$ cat src/hw/rtl/vpf_pkg.sv
`timescale 1ns / 1ps
package vpf_pkg;

    localparam int FRAME_LEN = 40;
    localparam int CRC_SPAN  = 36;

    localparam logic [31:0] CRC_POLY = 32'hedb88320;
    localparam logic [31:0] CRC_ONES = 32'hffffffff;

    // magic, version, type, pad
    localparam logic [31:0] FRAME_MAGIC = {8'h44, 8'h41, 8'h49, 8'h42};
    localparam logic [7:0]  FRAME_VER   = 8'h01;
    localparam logic [7:0]  FRAME_TYPE  = 8'h01;

    localparam logic [5:0]  POS_CRC_FIRST = 6'(CRC_SPAN);
    localparam logic [5:0]  POS_LAST      = 6'(FRAME_LEN - 1);

    localparam logic [2:0]  REG_FRAME_ENABLE = 3'h0;

    typedef struct packed {
        logic [31:0] seq;
        logic [63:0] stamp;
        logic [31:0] vel_x;
        logic [31:0] vel_y;
        logic [31:0] vel_z;
        logic [31:0] yaw_rate;
    } t_frame_rec;

    function automatic logic [31:0] crc_byte(input logic [31:0] acc_in, input logic [7:0] b);
        logic [31:0] acc;
        acc = acc_in ^ {24'h0, b};
        for (int k = 0; k < 8; k++) begin
            acc = acc[0] ? ((acc >> 1) ^ CRC_POLY) : (acc >> 1);
        end
        return acc;
    endfunction

    function automatic logic [7:0] frame_byte(input t_frame_rec rec, input logic [5:0] pos,
                                              input logic [31:0] crc);
        logic [319:0] frame;
        frame = {FRAME_MAGIC, FRAME_VER, FRAME_TYPE, 16'h0000, rec.seq, rec.stamp,
                 rec.vel_x, rec.vel_y, rec.vel_z, rec.yaw_rate, crc ^ CRC_ONES};
        return frame[9'(POS_LAST - pos) * 9'd8 +: 8];
    endfunction

endpackage

$ cat src/hw/rtl/vpf_front.sv
`timescale 1ns / 1ps
module vpf_front (
    input  logic                i_clk,
    input  logic                i_rst_n,
    input  logic                i_enable,
    input  logic                i_valid,
    output logic                o_stall,
    input  logic                i_command_valid,
    input  logic [63:0]         i_stamp_us,
    input  logic [31:0]         i_vel_x_bits,
    input  logic [31:0]         i_vel_y_bits,
    input  logic [31:0]         i_vel_z_bits,
    input  logic [31:0]         i_yaw_rate_bits,
    input  logic                i_q_full,
    output logic                o_push,
    output vpf_pkg::t_frame_rec o_rec
);
    import vpf_pkg::*;

    logic [31:0] r_seq;
    logic [31:0] n_seq;

    assign o_stall = i_q_full;
    // disabled commands are taken and dropped
    assign o_push  = i_valid && !i_q_full && i_enable;

    always_comb begin
        o_rec.seq      = r_seq;
        o_rec.stamp    = i_stamp_us;
        o_rec.vel_x    = i_command_valid ? i_vel_x_bits    : 32'h0;
        o_rec.vel_y    = i_command_valid ? i_vel_y_bits    : 32'h0;
        o_rec.vel_z    = i_command_valid ? i_vel_z_bits    : 32'h0;
        o_rec.yaw_rate = i_command_valid ? i_yaw_rate_bits : 32'h0;
        n_seq          = o_push ? r_seq + 32'd1 : r_seq;
    end

    always_ff @(posedge i_clk) begin
        if (!i_rst_n) begin
            r_seq <= 32'h0;
        end else begin
            r_seq <= n_seq;
        end
    end

endmodule

$ cat src/hw/rtl/vpf_queue.sv
`timescale 1ns / 1ps
module vpf_queue (
    input  logic                i_clk,
    input  logic                i_rst_n,
    input  logic                i_push,
    input  vpf_pkg::t_frame_rec i_rec,
    output logic                o_full,
    input  logic                i_pop,
    output logic                o_valid,
    output vpf_pkg::t_frame_rec o_rec
);
    import vpf_pkg::*;

    t_frame_rec r_mem [2];
    logic       r_wp;
    logic       r_rp;
    logic [1:0] r_cnt;

    assign o_full  = (r_cnt == 2'd2);
    assign o_valid = (r_cnt != 2'd0);
    assign o_rec   = r_mem[r_rp];

    always_ff @(posedge i_clk) begin
        if (i_push) begin
            r_mem[r_wp] <= i_rec;
        end
    end

    always_ff @(posedge i_clk) begin
        if (!i_rst_n) begin
            r_wp  <= 1'b0;
            r_rp  <= 1'b0;
            r_cnt <= 2'd0;
        end else begin
            if (i_push) begin
                r_wp <= ~r_wp;
            end
            if (i_pop) begin
                r_rp <= ~r_rp;
            end
            r_cnt <= r_cnt + {1'b0, i_push} - {1'b0, i_pop};
        end
    end

endmodule

$ cat src/hw/rtl/vpf_back.sv
`timescale 1ns / 1ps
module vpf_back (
    input  logic                i_clk,
    input  logic                i_rst_n,
    input  logic                i_q_valid,
    input  vpf_pkg::t_frame_rec i_q_rec,
    output logic                o_pop,
    output logic                o_valid,
    input  logic                i_stall,
    output logic [7:0]          o_frame_byte,
    output logic                o_frame_last
);
    import vpf_pkg::*;

    t_frame_rec  r_rec;
    logic        r_busy;
    logic [5:0]  r_pos;
    logic [31:0] r_crc;
    logic        r_out_valid;
    logic [7:0]  r_byte;
    logic        r_last;

    logic        space;
    logic        step;
    logic        done;
    logic [7:0]  cur_byte;

    assign space    = !r_out_valid || !i_stall;
    assign step     = r_busy && space;
    assign done     = step && (r_pos == POS_LAST);
    // next frame is loaded as the last byte of the current one goes out
    assign o_pop    = i_q_valid && (!r_busy || done);
    assign cur_byte = frame_byte(r_rec, r_pos, r_crc);

    assign o_valid      = r_out_valid;
    assign o_frame_byte = r_byte;
    assign o_frame_last = r_last;

    always_ff @(posedge i_clk) begin
        if (o_pop) begin
            r_rec <= i_q_rec;
        end
        if (step) begin
            r_byte <= cur_byte;
            r_last <= (r_pos == POS_LAST);
        end
    end

    always_ff @(posedge i_clk) begin
        if (!i_rst_n) begin
            r_busy      <= 1'b0;
            r_pos       <= 6'd0;
            r_crc       <= CRC_ONES;
            r_out_valid <= 1'b0;
        end else begin
            if (step) begin
                r_out_valid <= 1'b1;
            end else if (!i_stall) begin
                r_out_valid <= 1'b0;
            end

            if (o_pop) begin
                r_busy <= 1'b1;
                r_pos  <= 6'd0;
                r_crc  <= CRC_ONES;
            end else if (step) begin
                r_pos <= r_pos + 6'd1;
                if (r_pos < POS_CRC_FIRST) begin
                    r_crc <= crc_byte(r_crc, cur_byte);
                end
                if (done) begin
                    r_busy <= 1'b0;
                end
            end
        end
    end

endmodule

$ cat src/hw/rtl/velocity_packet_framer_crc32_unit.sv
`timescale 1ns / 1ps
// velocity command framer with crc-32 trailer
// input channel: i_valid / o_stall with one command per word (valid flag,
//   64-bit microsecond stamp, four float32 bit patterns)
// output channel: o_valid / i_stall, one frame byte per word, o_frame_last on
//   the final crc byte; each enabled command yields a 40-word frame
// apb port: register 0 at address 0 is frame_enable; with it clear, commands
//   are taken and dropped and the sequence number holds
// first-byte path: if the serializer is idle, a taken command is written to
//   the queue, popped into the serializer and its first byte registered out
// throughput: one byte per cycle while i_stall is low, set by the byte
//   serializer; the crc advances one byte per cycle alongside it
// a 2-entry command queue lets commands be taken while a frame streams out
// stalling the receiver freezes the output word and the serializer; the
//   queue fills and then o_stall rises
// reset: sequence number to zero, frame_enable to zero, queue and output empty
module velocity_packet_framer_crc32_unit (
    input  logic        i_clk,
    input  logic        i_rst_n,
    input  logic        psel,
    input  logic        penable,
    input  logic        pwrite,
    input  logic [2:0]  paddr,
    input  logic [31:0] pwdata,
    output logic [31:0] prdata,
    output logic        pready,
    input  logic        i_valid,
    output logic        o_stall,
    input  logic        i_command_valid,
    input  logic [63:0] i_stamp_us,
    input  logic [31:0] i_vel_x_bits,
    input  logic [31:0] i_vel_y_bits,
    input  logic [31:0] i_vel_z_bits,
    input  logic [31:0] i_yaw_rate_bits,
    output logic        o_valid,
    input  logic        i_stall,
    output logic [7:0]  o_frame_byte,
    output logic        o_frame_last
);
    import vpf_pkg::*;

    logic       r_enable;
    logic       q_full;
    logic       q_push;
    logic       q_valid;
    logic       q_pop;
    t_frame_rec push_rec;
    t_frame_rec head_rec;

    assign pready = 1'b1;
    assign prdata = (paddr == REG_FRAME_ENABLE) ? {31'h0, r_enable} : 32'h0;

    always_ff @(posedge i_clk) begin
        if (!i_rst_n) begin
            r_enable <= 1'b0;
        end else if (psel && penable && pwrite && paddr == REG_FRAME_ENABLE) begin
            r_enable <= pwdata[0];
        end
    end

    vpf_front u_front (
        .i_clk           (i_clk),
        .i_rst_n         (i_rst_n),
        .i_enable        (r_enable),
        .i_valid         (i_valid),
        .o_stall         (o_stall),
        .i_command_valid (i_command_valid),
        .i_stamp_us      (i_stamp_us),
        .i_vel_x_bits    (i_vel_x_bits),
        .i_vel_y_bits    (i_vel_y_bits),
        .i_vel_z_bits    (i_vel_z_bits),
        .i_yaw_rate_bits (i_yaw_rate_bits),
        .i_q_full        (q_full),
        .o_push          (q_push),
        .o_rec           (push_rec)
    );

    vpf_queue u_queue (
        .i_clk   (i_clk),
        .i_rst_n (i_rst_n),
        .i_push  (q_push),
        .i_rec   (push_rec),
        .o_full  (q_full),
        .i_pop   (q_pop),
        .o_valid (q_valid),
        .o_rec   (head_rec)
    );

    vpf_back u_back (
        .i_clk        (i_clk),
        .i_rst_n      (i_rst_n),
        .i_q_valid    (q_valid),
        .i_q_rec      (head_rec),
        .o_pop        (q_pop),
        .o_valid      (o_valid),
        .i_stall      (i_stall),
        .o_frame_byte (o_frame_byte),
        .o_frame_last (o_frame_last)
    );

endmodule
$ cat config.mk
export PLATFORM = sky130hd
export DESIGN_NAME = velocity_packet_framer_crc32_unit
export DESIGN_NICKNAME = d
export VERILOG_FILES = /design/src/hw/rtl/vpf_pkg.sv /design/src/hw/rtl/vpf_front.sv /design/src/hw/rtl/vpf_queue.sv /design/src/hw/rtl/vpf_back.sv /design/src/hw/rtl/velocity_packet_framer_crc32_unit.sv
export SDC_FILE = /design/constraint.sdc
export NUM_CORES = 1
export LEC_CHECK = 0
export BUFFER_PORTS_ARGS = -buffer_cell sky130_fd_sc_hd__clkbuf_2
export CAP_MARGIN = 20
export CORE_MARGIN = 5
export CORE_UTILIZATION = 40
export CTS_BUF_LIST = sky130_fd_sc_hd__clkbuf_4 sky130_fd_sc_hd__clkbuf_8
export CTS_CLUSTER_DIAMETER = 50
export CTS_CLUSTER_SIZE = 24
export DETAILED_ROUTE_END_ITERATION = 10
export HOLD_SLACK_MARGIN = 0.03
export PLACE_DENSITY = 0.66
export SETUP_SLACK_MARGIN = 0.5
export SLEW_MARGIN = 10
export SYNTH_ARGS = -nofsm -noshare
export SYNTH_HDL_FRONTEND = slang
export SYNTH_SLANG_ARGS = --single-unit
$ cat constraint.sdc
create_clock -name i_clk -period 23.9 [get_ports i_clk]
set_clock_uncertainty 0.15 [all_clocks]
set_input_delay 4.78 -clock i_clk [delete_from_list [all_inputs] [get_ports i_clk]]
set_output_delay 4.78 -clock i_clk [all_outputs]
set_load 0.02 [all_outputs]
==> impl_metrics.toml, run 1 <==
[status]
status = "complete, no violations"

[synth]
muxShareOfSynthArea_pct = 12.6
yosys.area_share.adder_pct = 0.367
synthSimpleGateAreaFrac_pct = 5.92
netlist_instances = 1807
synth_sequential_area_ratio_pct = 71.6
synth-xor-area-share_pct = 3.57
synth_cell_types = 72
syn_avg_cell_area_um2 = 17.0
ys_warn_count = 0
async_flop_share_pct = 0
synthFlopType = "edfxtp_1"
ys_ff_latch = 758
synth_top_family_by_area = "multiplexers"
syn_area_mm2 = 0.0307
synth_compound_area_share_pct = 3.35
synth_edf_count = 681

[sta]
rsz0062_at_grt = "false"
timing.slew.headroom_pct = 16.2
worst_slew_pin_slew_ps = 1260
setup_violations = 0
fmax_ghz = 0.0966
fin_crit_sh_pct = 43.3
slew_violations = 0
fin_setup_tns_ps = 0
fin_crit_ps = 10350
final_hold_viol_count = 0

[power]
leakage_nw = 11.8
vdd_drop_max_v = 0.0000962
cellPowerDensity_mw_per_mm2 = 110

[route]
wl_met3_um = 3540
avgViaCountPerCell = 4.99
wirelength_um = 65800
avgRoutedWirePerCell_um = 21.0
final_antenna_net_count = 0
wl_met1_um = 27900
maxUsedRoutingLayer = "met4"
dr.pass1.iters = 5
drt-initial-drc-count = 1069
vias = 15659
route.met2.wl_um = 32200
drc = 0

[cts]
holdBufCountCts = 0
cts-buffers-inserted = 83
cts_tree = "built"
cts_htree_levels = 3
clk_latency_ps = 710
post_cts_buffers = 0
cts_root_buffer = "clkbuf_8"
cts.path.max_buffers = 3
cts_resized = 0
cts_sinks = 758
clkSlewWorstSetupHoldPaths_ps = 120

[final_layout]
postLayoutCoreUtil_pct = 45.5
drive_gt1_share_pct = 31.5
synthToLayoutAreaGrowth_pct = 12.8
final_cell_count_no_fill = 3139
fillers = 6649
nNetsFinal = 2283

[worst_setup_path]
endpoint_kind = "primary output"
cp_slowest_cell = "nor3_1"
critical_path_peak_fanout = 2
reg2reg_depth = 9
slowest_delay_ps = 240
rrSetupSlack_ps = 18580
crit_path_cell_trace = "clkbuf_2 -> nor3_1 -> and2_1 -> clkbuf_2"
cp_data_required_time_ps = 18970
reg2reg_to = "u_back.r_crc[19]"
cp-start-kind = "input pin"
worstPathArrival_ps = 5420
r2r-start = "u_back.r_pos[1]"
criticalPathCategory = "in -> out"
timing.critical_path.mode_cell = "clkbuf_2"

[die]
boundaryPins = 279
die_w_um = 287
num_rows = 101
core_area_mm2 = 0.0761
die_y_um = 287
start_util_pct = 40.3
dieArea_mm2 = 0.0824

[place]
dp_hpwl_um = 41800
gp_congestion = 0.849
dpl.cell_count = 2983
portBuffers = 215

[global_route]
antenna_found_initial = 1
grt_pass1_wl_um = 98300
grt_pass1_vias = 16462
gr-usage-all-layers_pct = 15.6
overflow = 0
grt_max_degree = 168

[worst_hold_path]
hold-path-endpoint = "u_queue.r_mem[0][195]"
min_path_cells = 0
hold_path_class = "reg -> reg"
hp-start = "u_front.r_seq[3]"

[flow_run]
cap_violations = 0
layout by cell type (no fill, tap or decap), types with 14 or more instances in the layout:
| cell type | n |
|---|---|
| edfxtp_1 | 681 |
| mux2_2 | 231 |
| clkbuf_2 | 214 |
| and2_1 | 162 |
| mux2i_1 | 92 |
| clkbuf_8 | 87 |
| dfxtp_1 | 74 |
| xnor2_1 | 55 |
| nand2_1 | 46 |
| a22oi_1 | 33 |
| conb_1 | 32 |
| xor2_1 | 29 |
| nand3_1 | 29 |
| a21oi_1 | 27 |
| nor2_1 | 24 |
| buf_4 | 19 |
| o211ai_1 | 16 |
| inv_6 | 16 |
| o21ai_0 | 15 |
| mux4_2 | 14 |
power by group:
group | switching (mW) | total, mW | internal (mW)
logic | 0.600 | 1.02 | 0.419
clock network | 0.523 | 0.982 | 0.459
registers | 0.0965 | 1.81 | 1.71
metal layers:
metal  up-vias  track usage, %
met1      7872            20.3
met2       416            26.2
met3       108            3.21
met4         0            5.51
met5         -               0
li1       7263               -
logic make-up (layout without fill, tap and decap cells):
| group | Yosys count | in the layout |
|---|---|---|
| AND/OR/NAND/NOR | 322 | 322 |
| other | 2 | 33 |
| buffers and inverters | 132 | 403 |
| flip-flops | 758 | 758 |
| multiplexers | 339 | 339 |
| AO/OA/AOI/OAI | 144 | 144 |
| XOR/XNOR | 101 | 101 |
| adder cells (fa/ha/maj) | 9 | 9 |
how the worst max path moves through the flow:
stage	startpoint	to	slack, ps	cells after the start
detailed placement	paddr[1]	prdata[0]	13550	4
floorplan	i_valid	u_queue.r_wp	2590	3
global route	paddr[1]	prdata[0]	13480	4
finish	paddr[1]	prdata[0]	13550	4
global placement	paddr[1]	prdata[0]	13540	4
CTS	paddr[1]	prdata[0]	13550	4
final cells by class:
type,count,area [µm²],share of cell area [%]
sequential,758,22000,63.5
clock inverter,62,728,2.10
multi-input combinational,947,8040,23.2
timing repair buffer,236,1260,3.65
tap,1030,1290,3.72
clock buffer,92,1230,3.57
antenna,1,2.50,0.00723
inverter,13,56.3,0.163
flip-flops by register name (all words and copies together) (netlist names), 2 cells and up:
register             cells
u_queue.r_mem          448
u_back.r_crc            32
u_queue.r_cnt            2
u_back.o_frame_byte      8
u_back.r_rec           224
u_back.r_pos             6
u_front.r_seq           32
metrics by stage:
| stage | hold WS, ps | setup slack (ps) | instance area, µm² | power [mW] |
|---|---|---|---|---|
| final | 332 | 13550 | 34600 | 3.81 |
| after global routing | 348 | 13480 | 34600 | 4.00 |
| after CTS | 334 | 13550 | 34600 | 3.86 |
| after detailed placement | 316 | 13550 | 32600 | 2.87 |
| after global placement | 310 | 13540 | 32600 | 2.85 |
| after floorplan | 297 | 2590 | 30800 | 2.61 |
Yosys cell counts, drive strengths merged, types with 14 or more instances:
master | count | area, µm²
edfxtp | 681 | 20400
mux2 | 233 | 2620
and2 | 163 | 1020
mux2i | 92 | 921
dfxtp | 77 | 1540
buf | 60 | 512
clkbuf | 59 | 221
xnor2 | 58 | 531
nand2 | 46 | 173
xor2 | 35 | 374
a22oi | 33 | 248
nand3 | 29 | 145
a21oi | 27 | 135
nor2 | 26 | 103
o21ai | 23 | 115
o211ai | 18 | 145
mux4 | 14 | 315
critical path, delay by kind of cell:
kind,cells,cell delay (ps)
buffers and inverters,2,240
AND/OR/NAND/NOR,2,400
Power figures use the tool's default switching activity.
==> run 2, diff against run 1 <==
ABC_AREA = 1   (was unset)
clock period = 9.8 ns   (was 23.9 ns; I/O delays follow)
==> run 2 against run 1 <==
  * Sequential share of layout area fell by 1.7 points
  * Non-clock buffer count decreased by 1
  * Via count increased by 33%
  * Total power up 140%
  * Combinational power grew 130%
  * Design area increased by 2.8%
  * Worst setup slack got worse by 8700 ps
  * Wire length increased by 13%
  * Synthesized area rose by 3.3%
  * Count of clock-buffer cells in the layout fell by 3
  * Clock power is 150% higher
==> impl_metrics.toml, run 2 <==
[route]
final_antenna_net_count = 0
drt-initial-drc-count = 1375
drc = 0
vias = 20751
avgViaCountPerCell = 4.78
dr.pass1.iters = 5
avgRoutedWirePerCell_um = 17.1
wirelength_um = 74400

[synth]
synthTopCellsByCount = "nand2_1 (1,365), edfxtp_1 (681), inv_1 (221)"
async_flop_share_pct = 0
synth.most_common_cell = "nand2_1"
syn_area_mm2 = 0.0317
synth_top_area_cell = "edfxtp_1"
netlist_instances = 3026
synth_edf_count = 681
ys_ff_latch = 758
synthTopCellsByArea = "edfxtp_1 (65%), nand2_1 (16%), dfxtp_1 (4.9%)"
syn_avg_cell_area_um2 = 10.5
synth_sequential_area_ratio_pct = 69.4
ys_warn_count = 0
synth_top_area_share_pct = 64.5
synth_cell_types = 43
synthFlopType = "edfxtp_1"

[worst_setup_path]
path_delay_family = "buffers and inverters"
cp-start-kind = "flip-flop"
criticalPathCategory = "reg -> reg"
cp_data_required_time_ps = 10230
cp_slowest_cell = "buf_4"
critical_path_peak_fanout = 58
cp.depth = 20
slowest_delay_ps = 650
endpoint_kind = "flip-flop"
critical_path_buf_inv_count = 4
crit_path_cell_trace = "inv_4 -> buf_4 -> buf_4 -> nand2_1 -> nand3_1 -> nand2_1 -> a21oi_1 -> nand4_1 -> nand2_1 -> nand2_1 -> nand2_1 -> nand2_1 -> inv_1 -> nand2_1 -> nand2_1 -> nand2_1 -> nand2_1 -> nand3_1 -> nand3_1 -> nand2_1"
reg2reg_depth = 20
worstPathArrival_ps = 5350
timing.critical_path.mode_cell = "nand2_1"

[die]
core_area_mm2 = 0.0787
die_y_um = 291
boundaryPins = 279
num_rows = 103
die_w_um = 291
start_util_pct = 40.3
dieArea_mm2 = 0.0850

[sta]
rsz0062_at_grt = "false"
slew_violations = 0
fin_setup_tns_ps = 0
fmax_ghz = 0.203
fin_crit_sh_pct = 50.2
final_hold_viol_count = 0
fin_crit_ps = 4920
worst_slew_pin_slew_ps = 1090
holdWs_ps = 307
setup_violations = 0
timing.slew.headroom_pct = 27.4

[final_layout]
synthToLayoutAreaGrowth_pct = 12.3
regMostFlops = "u_queue.r_mem"
final_cell_count_no_fill = 4342
multiInputGateArea_mm2 = 0.00808
nNetsFinal = 3464
largest_reg_flops = 448
fillers = 7281
final_common_cell = "nand2_1"
final-seq-area_mm2 = 0.0220
drive_gt1_share_pct = 13.3
postLayoutCoreUtil_pct = 45.2
biggestRegsByFlops = "u_queue.r_mem (448), u_back.r_rec (224)"
layout_common_cells = "nand2_1 (1,365), edfxtp_1 (681), inv_1 (221), clkbuf_2 (214), nand3_1 (198)"

[power]
seqPwrFrac_pct = 48.2
cellPowerDensity_mw_per_mm2 = 260
p_clk_share_pct = 26.5
switching_share_pct = 35.7
power_frac_comb_pct = 25.3
vdd_drop_max_v = 0.000199
total_power_mw = 9.24
leakage_nw = 15.0
p_int_mw = 5.94
power_switching_mw = 3.30

[place]
gp_congestion = 0.848
dp_hpwl_um = 46600
portBuffers = 215
dpl.cell_count = 4184

[global_route]
antenna_found_initial = 1
gr-usage-all-layers_pct = 17.0
overflow = 0
grt_pass1_wl_um = 114000
global_route.usage.met3_pct = 2.44
top_usage_layer = "met2"
grt_pass1_vias = 19918
grt_max_degree = 163
met1_usage_pct = 22.2
use_met2_pct = 29.3

[cts]
cts_root_buffer = "clkbuf_8"
clk_latency_ps = 690
holdBufCountCts = 0
cts.path.max_buffers = 3
cts_tree = "built"
post_cts_buffers = 0
cts-buffers-inserted = 83
cts_htree_levels = 3
clkSlewWorstSetupHoldPaths_ps = 90
cts_resized = 0
cts_sinks = 758

[worst_hold_path]
min_path_cells = 1
hold_path_class = "reg -> reg"

[flow_run]
cap_violations = 0

[status]
status = "complete, no violations"
## run 2: worst register-to-register path: stages (launching register included)
cell     delay [ps]
dfxtp_4         570
inv_4           660
buf_4           710
buf_4           490
nand2_1         110
nand3_1         140
nand2_1         100
a21oi_1         150
nand4_1          90
nand2_1         150
nand2_1          90
nand2_1          80
nand2_1         340
inv_1           370
nand2_1          80
nand2_1         130
nand2_1          80
nand2_1         110
nand3_1          80
nand3_1          70
nand2_1          70
## run 2: layout make-up
cell class,count,share of cell area (%)
diodes,1,0.00703
clock buffers,89,3.39
clock inverters,67,2.35
inverters,231,2.46
multi-input cells,1911,22.7
flip-flops and latches,758,61.8
well taps,1050,3.69
repair buffers,235,3.59
## run 2: cell families after synthesis
kind of cell,after synthesis,share of synthesized area [%]
other,2,0.0237
adder cells (fa/ha/maj),9,0.355
AO/OA/AOI/OAI,144,2.39
flip-flops,758,69.4
XOR/XNOR,23,0.683
AND/OR/NAND/NOR,1703,21.6
buffers and inverters,387,5.55
## run 2: routing by layer
metal,vias to the layer above,share of wire (%),routed length [µm]
met1,9780,42,31200
met3,122,5.6,4130
met4,0,2.9,2170
met2,581,50,36900
li1,10268,-,-
met5,-,0,0
## run 2: power groups by stage
stage / clock network (mW) / registers, mW / logic (mW)
2_1_floorplan: 0 / 4.48 / 1.66
3_5_place_dp: 0 / 4.53 / 2.35
4_1_cts: 2.52 / 4.46 / 2.36
3_3_place_gp: 0 / 4.51 / 2.32
5_1_grt: 2.66 / 4.50 / 2.62
6_report: 2.45 / 4.45 / 2.33
## run 2: through the flow
stage               setup WS [ps]  instance area [µm²]
finish                       4880                35600
global route                 4540                35600
CTS                          4850                35600
detailed placement           4850                33500
global placement             4870                33500
floorplan                     979                31800
## run 2: path summary, 6_finish.rpt
path                    start                to  slack (ps)
max           u_back.r_pos[0]  u_back.r_crc[18]        4880
min          u_queue.r_cnt[1]  u_queue.r_cnt[1]         310
max reg2reg   u_back.r_pos[0]  u_back.r_crc[18]        4880
min reg2reg  u_queue.r_cnt[1]  u_queue.r_cnt[1]         310
